===== src/design/lts_pkg.sv =====
// ----------------------------------------------------------------------------
// lts_pkg: shared types and constants of the Laplacian tridiagonal solver
// Holds the command format, result codes, controller states and the small
// arithmetic helpers used by the front and back parts.
// ----------------------------------------------------------------------------
package lts_pkg;

	// Fixed-point constants in unsigned Q2.30.
	localparam logic [31:0] Q30_ONE = 32'h4000_0000;
	localparam logic [31:0] Q30_TWO = 32'h8000_0000;

	// Result kinds.
	localparam logic [1:0] KIND_DONE    = 2'd0;
	localparam logic [1:0] KIND_DATA    = 2'd1;
	localparam logic [1:0] KIND_INVALID = 2'd2;

	// Command queue between front and back.
	localparam int QUEUE_DEPTH = 4;
	localparam int QPTR_W      = 2;

	// Divider: 64-bit magnitude shifted up by 30 bits, one quotient bit a cycle.
	localparam int DIV_STEPS = 94;
	localparam int DIV_CNT_W = 7;

	typedef enum logic [1:0] {
		CMD_LOAD,
		CMD_LOAD_LAST,
		CMD_READ
	} cmd_kind_t;

	typedef struct packed {
		cmd_kind_t   kind;
		logic [31:0] sample;
		logic [9:0]  read_index;
	} cmd_t;

	typedef struct packed {
		logic        start;
		logic [63:0] x;
		logic        neg;
		logic [31:0] d;
	} div_req_t;

	typedef enum logic [3:0] {
		B_IDLE,
		B_RD0,
		B_CAP0,
		B_FP,
		B_FPW,
		B_FX,
		B_FXW,
		B_LAST,
		B_LASTW,
		B_BW1,
		B_BX,
		B_BXW,
		B_DONE,
		B_RW,
		B_RO
	} back_state_t;

	// Pivots below 1.0 are treated as 1.0.
	function automatic logic [31:0] clamp_pivot(input logic [31:0] d);
		clamp_pivot = (d < Q30_ONE) ? Q30_ONE : d;
	endfunction

	// Saturating signed 64-bit addition.
	function automatic logic [63:0] sat_add(input logic [63:0] a, input logic [63:0] b);
		logic [63:0] s;
		s = a + b;
		if (a[63] == b[63] && s[63] != a[63])
			sat_add = a[63] ? 64'h8000_0000_0000_0000 : 64'h7FFF_FFFF_FFFF_FFFF;
		else
			sat_add = s;
	endfunction

endpackage


===== src/design/lts_front.sv =====
// ----------------------------------------------------------------------------
// lts_front: request intake and command queue
// Accepts requests, classifies them into load, final load or read commands
// and buffers them in a short queue for the back part.
// ----------------------------------------------------------------------------
module lts_front (
	input  logic             clk,
	input  logic             arst_n,
	input  logic             s_tvalid,
	output logic             s_tready,
	input  logic [47:0]      s_tdata,   // [31:0] sample, [41:32] read_index
	input  logic             s_tlast,   // final_sample
	input  logic             s_tuser,   // mode
	output logic             cmd_valid,
	input  logic             cmd_ready,
	output lts_pkg::cmd_t    cmd
);

	lts_pkg::cmd_t            queue_q [lts_pkg::QUEUE_DEPTH];
	logic [lts_pkg::QPTR_W-1:0] wr_ptr_q;
	logic [lts_pkg::QPTR_W-1:0] rd_ptr_q;
	logic [lts_pkg::QPTR_W:0]   count_q;
	lts_pkg::cmd_t            in_cmd;
	logic                     push;
	logic                     pop;

	// Classify the incoming request.
	always_comb begin
		in_cmd.sample     = s_tdata[31:0];
		in_cmd.read_index = s_tdata[41:32];
		if (s_tuser)
			in_cmd.kind = lts_pkg::CMD_READ;
		else if (s_tlast)
			in_cmd.kind = lts_pkg::CMD_LOAD_LAST;
		else
			in_cmd.kind = lts_pkg::CMD_LOAD;
	end

	assign s_tready  = (count_q != (lts_pkg::QPTR_W+1)'(lts_pkg::QUEUE_DEPTH));
	assign cmd_valid = (count_q != '0);
	assign cmd       = queue_q[rd_ptr_q];
	assign push      = s_tvalid && s_tready;
	assign pop       = cmd_valid && cmd_ready;

	// Queue storage.
	always_ff @(posedge clk) begin
		if (push)
			queue_q[wr_ptr_q] <= in_cmd;
	end

	// Queue pointers and fill level.
	always_ff @(posedge clk or negedge arst_n) begin
		if (!arst_n) begin
			wr_ptr_q <= '0;
			rd_ptr_q <= '0;
			count_q  <= '0;
		end else begin
			if (push)
				wr_ptr_q <= wr_ptr_q + 1'b1;
			if (pop)
				rd_ptr_q <= rd_ptr_q + 1'b1;
			if (push && !pop)
				count_q <= count_q + 1'b1;
			else if (pop && !push)
				count_q <= count_q - 1'b1;
		end
	end

endmodule


===== config.mk =====
export PLATFORM = sky130hd
export DESIGN_NAME = lts_front
export DESIGN_NICKNAME = d
export VERILOG_FILES = /design/src/design/lts_pkg.sv /design/src/design/lts_front.sv
export SDC_FILE = /design/constraint.sdc
export NUM_CORES = 1
export LEC_CHECK = 0
export BUFFER_PORTS_ARGS = -buffer_cell sky130_fd_sc_hd__buf_2
export CAP_MARGIN = 10
export CORE_AREA = 2 2 109 111
export DETAILED_ROUTE_END_ITERATION = 10
export DIE_AREA = 0 0 111 113
export PLACE_DENSITY = 0.81
export SETUP_SLACK_MARGIN = 0.15
export SLEW_MARGIN = 15
export SYNTH_ARGS = -nofsm -noshare
export SYNTH_HDL_FRONTEND = slang
export SYNTH_SLANG_ARGS = --single-unit

===== constraint.sdc =====
create_clock -name clk -period 4.4 [get_ports clk]
set_input_delay 0 -clock clk [delete_from_list [all_inputs] [get_ports clk]]
set_output_delay 0 -clock clk [all_outputs]
set_load 0.05 [all_outputs]

==> results of run 1 <==
-- where the power goes --
part / internal (uW) / switching [uW] / leakage [uW]
logic: 734 / 1470 / 0.00100
registers: 2310 / 305 / 0.00169
clock network: 837 / 619 / 0.000275
-- Yosys cell counts, drive strengths merged (2+ instances only) --
cell type,n,share of area [%]
buf,10,1.7
mux2,2,0.33
xnor2,4,0.51
nand2,2,0.11
mux4,44,15
ha,5,0.92
inv,3,0.16
dfrtp,7,2.6
edfxtp,176,77
and2,4,0.37
nor2,2,0.11
xor2,2,0.26
-- cells by family after synthesis --
logic type	synth area share, %
buffers and inverters	1.87
adder cells (fa/ha/maj)	1.21
AND/OR/NAND/NOR	0.843
multiplexers	15.2
AO/OA/AOI/OAI	0.165
flip-flops	80.0
XOR/XNOR	0.770
-- layout make-up --
class,instances,area (um2),area share [%]
antenna,1,2.50,0.0296
sequential,183,5470,64.7
multi-input combinational,70,1240,14.7
clock buffer,17,425,5.04
tap,143,179,2.12
inverter,3,11.3,0.133
clock inverter,15,153,1.81
timing repair buffer,144,966,11.4
-- registers in the layout (all words and copies together), names as in the netlist --
signal / flops
count_q: 3
queue_q: 176
rd_ptr_q: 2
wr_ptr_q: 2
-- through the flow --
step | total power (uW) | hold slack, ps | cell area, um2 | worst slack [ps] | util (%)
final | 6270 | 28.0 | 8450 | 2000 | 74.9
after global routing | 6530 | 39.9 | 8450 | 1840 | 74.9
after CTS | 6340 | 10.6 | 8440 | 1920 | 74.9
after detailed placement | 4850 | -160 | 7400 | 2000 | 65.6
after global placement | 4800 | -159 | 7400 | 2050 | 65.6
after floorplan | 4420 | -296 | 6830 | 2120 | -
-- worst min-delay path by stage --
| stage | startpoint | endpoint | slack [ps] | depth (start not counted) |
|---|---|---|---|---|
| 2_1_floorplan | arst_n | count_q[0] | -300 | 0 |
| 3_3_place_gp | arst_n | count_q[0] | -160 | 1 |
| 3_5_place_dp | arst_n | count_q[0] | -160 | 1 |
| 4_1_cts | s_tvalid | wr_ptr_q[0] | 10 | 3 |
| 5_1_grt | s_tvalid | wr_ptr_q[0] | 40 | 3 |
| 6_report | s_tvalid | wr_ptr_q[0] | 30 | 3 |
-- critical path, cell delays in order, from the launching register on --
cell and delay [ps]:
dfrtp_4 1030, mux4_1 690, buf_2 240
-- timing repair --
action,4_1_cts,5_1_grt
setup buffers,0,0
endpoints found under the hold margin,185,0
hold buffers,47,0
-- metal layers --
metal / wire, um / up-vias / global-route usage (%) / share of wire, %
li1: - / 1438 / - / -
met1: 4580 / 1607 / 23.4 / 41
met2: 5950 / 96 / 33.5 / 53
met3: 577 / 18 / 5.57 / 5.1
met4: 163 / 0 / 7.00 / 1.4
met5: 0 / - / 0 / 0
==> metrics.md, run 1 <==
| Metric | Value |
|---|---|
| CP startpoint | rd_ptr_q[0] |
| Reg2reg path depth | 4 |
| Syn_area_per_cell | 25.7 um2 |
| Clk buf depth | 2 |
| Site Rows | 39 |
| Netlist cell types | 20 |
| Worst-Margin Slew | 1170 ps |
| Setup TNS | 0 ps |
| Post-CTS sizing | 0 |
| GRT Util Overall | 19.3% |
| WL/cell | ~20 um |
| Slew headroom | 22.1% |
| Via density | 5.48 |
| Crit path DAT | roughly 2400 ps |
| Fill cells | roughly 620 |
| Final worst path period share | 54.5% |
| Share of the yosys chip area belonging to registers | roughly four fifths |
| ANT nets after route | 0 |
| Critical path required time | 4400 ps |
| Initial DRC Count | roughly 160 |
| First-pass GRT wire length | 17900 um |
| Final Hold Fails | 0 |
| Placer Congestion | between 0.7 and 0.8 |
| Fin nets | between 400 and 500 |
| Yosys warns | 0 |
| Reg-to-reg startpoint | count_q[0] |
| CP startpoint kind | flop |
| Max Cap Viol | 0 |
| # placed instances | 496 |
| Worst Setup EP | cmd[3] |
| Peak VDD IR | 0.567 mV |
| Most frequent cells in the layout | 176 x edfxtp_1, 93 x buf_2, 47 x dlygate4sd3_1, 38 x mux4_2, 17 x clkbuf_16 |
| Reg2reg setup slack | 2030 ps |
| Starting Density | around 61% |
| Final Slew Violations | 0 |
| EDFF count, synth | around 180 |
| FFs w/ async S/R, synth | around 3.8% |
| PortBufs | 93 |
| Ports | 100 |
| Crit path capture type | output port |
| Lkg Pwr | 0.00297 uW |
| Post-detail-place hpwl | a little over 6000 um |
| Mapped Cells | 266 |
| Synth Cell Area | around 7000 um2 |
| Worst Hold Class | primary input to flop |
| CORE AREA | 11300 um2 |
| Vias in the first global route | 3507 |
| Area of the die | 12500 um2 |
| GRT overflow | 0 |
| Fin Clk Skew | 7.34 ps |
| Largest net degree at the start of global routing | 47 |
| R2r endpoint | queue_q[1][2] |
| Initial antenna violation count | 1 |
| Die Y | 113 um |
| Top FF cell, synth | edfxtp_1 |
| Residual DRC | 0 |
| CTS sink cnt | 183 |
| CTS tree | yes |
| Critical setup path kind | flop to output port |
| Vias | 3159 |
| Clock transition at the registers of the reported paths | 70 ps |
| Routed WL | 11300 um |
| Num CTS Buffers | 17 |
| CTS Root Cell | clkbuf_16 |
| Leading cell type in the layout, fill and taps excluded | edfxtp_1 |
| Fmax | 417 MHz |
| Worst Path Max Fanout | 46 |
| RSZ-0062 raised after global routing | no |
| Minimum clock period | 2400 ps |
| Width of the die | around 110 um |
| Flops & latches, synth | approximately 180 |
| Non-Filler Instances | 576 |
| Syn-to-layout area delta | 23.7% |
| Synthesized Nets | 326 |
| 1st-pass router iterations | 6 |
| Status | finished, final reports clean |
| Final setup fails | 0 |
| Clk Latency, worst-skew pair | 420 ps |
| Share of layout cells above drive strength 1 | slightly above 40% |
| Pwr/cell area | between 700 and 800 nW/um2 |
| H-tree depth | 4 |
(Power assumes the default switching activity.)
==> run 2, diff against run 1 <==
--- a/config.mk
+++ b/config.mk
@@ -7,10 +7,10 @@
 export LEC_CHECK = 0
 export BUFFER_PORTS_ARGS = -buffer_cell sky130_fd_sc_hd__buf_2
 export CAP_MARGIN = 10
-export CORE_AREA = 2 2 109 111
+export CORE_AREA = 2 2 119 121
 export DETAILED_ROUTE_END_ITERATION = 10
-export DIE_AREA = 0 0 111 113
-export PLACE_DENSITY = 0.81
+export DIE_AREA = 0 0 121 123
+export PLACE_DENSITY = 0.72
 export SETUP_SLACK_MARGIN = 0.15
 export SLEW_MARGIN = 15
 export SYNTH_ARGS = -nofsm -noshare
==> constraint.sdc (replaced) <==
create_clock -name clk -period 2.1 [get_ports clk]
set_input_delay 0 -clock clk [delete_from_list [all_inputs] [get_ports clk]]
set_output_delay 0 -clock clk [all_outputs]
set_load 0.05 [all_outputs]
==> run 2 against run 1 <==
Effect of this change: worst setup slack lost 1800 ps; design area increased by 4.3%; non-clock buffer count increased by 18; via count up 2.0%.
==> metrics.md, run 2 (synthesis results as in run 1) <==
| Metric | Value |
|---|---|
| Status | finished, final reports clean |
| CTS Root Cell | clkbuf_16 |
| Worst-Margin Slew | 428 ps (-741 ps) |
| Critical path required time | 2410 ps (-1990 ps) |
| Share of layout cells above drive strength 1 | 44.4% (+4.2 points) |
| Fmax | 519 MHz |
| PortBufs | 93 (unchanged) |
| Post-detail-place hpwl | 7030 um (+16%) |
| Vias | 3222 (+2.0%) |
| Placer Congestion | 0.738 (+4.0%) |
| Initial DRC Count | 169 (+8.3%) |
| Reg-to-reg startpoint | count_q[0] |
| Final Hold Fails | 0 (unchanged) |
| WL/cell | 18.4 um (-5.9%) |
| Reg2reg path depth | 8 (+4) |
| Final setup fails | 0 (unchanged) |
| Largest net degree at the start of global routing | 30 (-36%) |
| Clk buf depth | 2 (unchanged) |
| Final design utilization | 64.7% (-10 points) |
| Worst Path Max Fanout | 3 (-93%) |
| 1st-pass router iterations | 4 (-2) |
| Starting Density | 50.2% (-10 points) |
| Peak VDD IR | 1.13 mV (+100%) |
| Vias in the first global route | 3475 (-0.91%) |
| Slew headroom | 71.5% (+49 points) |
| CORE AREA | 13600 um2 (+21%) |
| Cells along the critical path | or3_4 -> nand2_4 -> ha_4 -> inv_2 -> fa_2 -> xor2_1 -> nor2_1 -> xor2_1 |
| Width of the die | 121 um (+9.0%) |
| Clock transition at the registers of the reported paths | 60 ps (about the same) |
| Fin Clk Skew | 5.12 ps (-2.22 ps) |
| Largest reg by FF count | queue_q |
| Ports | 100 (unchanged) |
| H-tree depth | 4 (unchanged) |
| CP max stage cell | dfrtp_2 |
| Destination of the worst hold path | wr_ptr_q[0] |
| CTS sink cnt | 183 (unchanged) |
| Setup TNS | 0 ps (unchanged) |
| Place WS | 85.3 ps (-1920 ps) |
| Critical setup path kind | flop to flop |
| GRT Util Overall | 16.8% (-2.4 points) |
| ANT nets after route | 0 (unchanged) |
| Site Rows | 43 (+10%) |
| Syn-to-layout area delta | 29.0% |
| Pwr/cell area | 1580 nW/um2 (+110%) |
| Worst Hold Depth | 4 (+1) |
| Total power | 13900 uW (+120%) |
| Most frequent CP cell | xor2_1 |
| Minimum clock period | 1930 ps |
| Min setup slack post-route | 174 ps (-1830 ps) |
| Die Y | 123 um (+8.8%) |
| Fin nets | 497 (+3.8%) |
| Worst Hold Class | primary input to flop |
| First-pass GRT wire length | 18000 um (+0.46%) |
| Num CTS Buffers | 17 (unchanged) |
| Residual DRC | 0 (unchanged) |
| Crit-path max cell delay | 410 ps (-620 ps) |
| Lkg Pwr | 0.00312 uW (+5.2%) |
| Crit path capture type | flop |
| Via density | 5.11 (-6.9%) |
| CP startpoint kind | flop |
| Initial antenna violation count | 0 (-1) |
| GRT overflow | 0 (unchanged) |
| Most frequent cells in the layout | 176 x edfxtp_1, 89 x buf_2, 47 x dlygate4sd3_1, 39 x mux4_2, 19 x buf_4 |
| Largest regs | queue_q (176), count_q (3) |
| Routed WL | 11600 um (+3.1%) |
| Final Slew Violations | 0 (unchanged) |
| Max Cap Viol | 0 (unchanged) |
| Final worst path period share | just over 90% |
| Leading cell type in the layout, fill and taps excluded | edfxtp_1 |
| R2r endpoint | count_q[2] |
| CTS tree | yes |
| Hold Slack | 168 ps (+140 ps) |
| RSZ-0062 raised after global routing | yes |
| Hold_sp | s_tvalid |
| Area of the die | 14900 um2 (+19%) |
| Crit path DAT | 2240 ps (-160 ps) |
| Largest register FFs | 176 (unchanged) |
| Clk Latency, worst-skew pair | 420 ps (about the same) |
| Reg2reg setup slack | 170 ps (-1860 ps) |
==> run 2: cell count changes in the layout (fill, tap and decap cells not counted), sizes merged <==
| cell | previous run | this run |
|---|---|---|
| buf | 97 | 115 |
| clkinvlp | 3 | 0 |
| inv | 6 | 9 |
| bufinv | 2 | 4 |
| clkinv | 7 | 5 |
==> run 2: worst max-delay path, delay by kind of cell, from the launching register on <==
kind / cells / cell delay (ps)
buffers and inverters: 1 / 40
and+or+nand+nor: 3 / 560
adders and majority gates: 2 / 470
xor gates and xnor gates: 2 / 330
DFF: 1 / 410
==> run 2: repair_timing <==
item                                    in CTS  in global routing
endpoints found under the hold margin      185                  0
resized for setup                            6                  3
pin swaps                                    2                  3
buffers inserted                             7                  1
hold buffers                                47                  0
endpoints found under the setup margin      35                 13
==> run 2: metal layers <==
metal	share of wire (%)	up-vias	GRT usage, %
li1	-	1470	-
met1	41	1648	20.1
met2	52	86	28.8
met3	4.9	18	4.94
met4	1.7	0	7.19
met5	0	-	0
==> run 2: how the worst max path moves through the flow <==
| stage | from | to | slack, ps | depth (start not counted) |
|---|---|---|---|---|
| 6_report | count_q[0] | count_q[2] | 170 | 8 |
| 5_1_grt | count_q[2] | count_q[2] | 110 | 8 |
| 4_1_cts | rd_ptr_q[0] | cmd[4] | 140 | 3 |
| 3_5_place_dp | count_q[0] | count_q[2] | 90 | 8 |
| 3_3_place_gp | count_q[2] | count_q[2] | 170 | 8 |
| 2_1_floorplan | count_q[2] | count_q[2] | 100 | 8 |
==> run 2: stage by stage <==
stage	instance area, um2	std cells
finish	8810	631
detailed placement	7620	543
CTS	8800	629
floorplan	6860	266
global placement	7620	543
global route	8800	630
==> run 2: area by class of cell <==
cell class	instances	area, um2
antenna	1	2.50
tap	180	225
clock inverter	15	214
clock buffer	17	425
multi-input combinational	70	1270
inverter	3	11.3
timing repair buffer	162	1190
fill	912	4800
sequential	183	5470
==> run 2: where the power goes <==
| group | total [uW] | internal (uW) | leakage (uW) | switching (uW) |
|---|---|---|---|---|
| combinational | 5540 | 1900 | 0.00112 | 3640 |
| clock | 3360 | 2020 | 0.000313 | 1330 |
| sequential | 5040 | 4840 | 0.00169 | 201 |
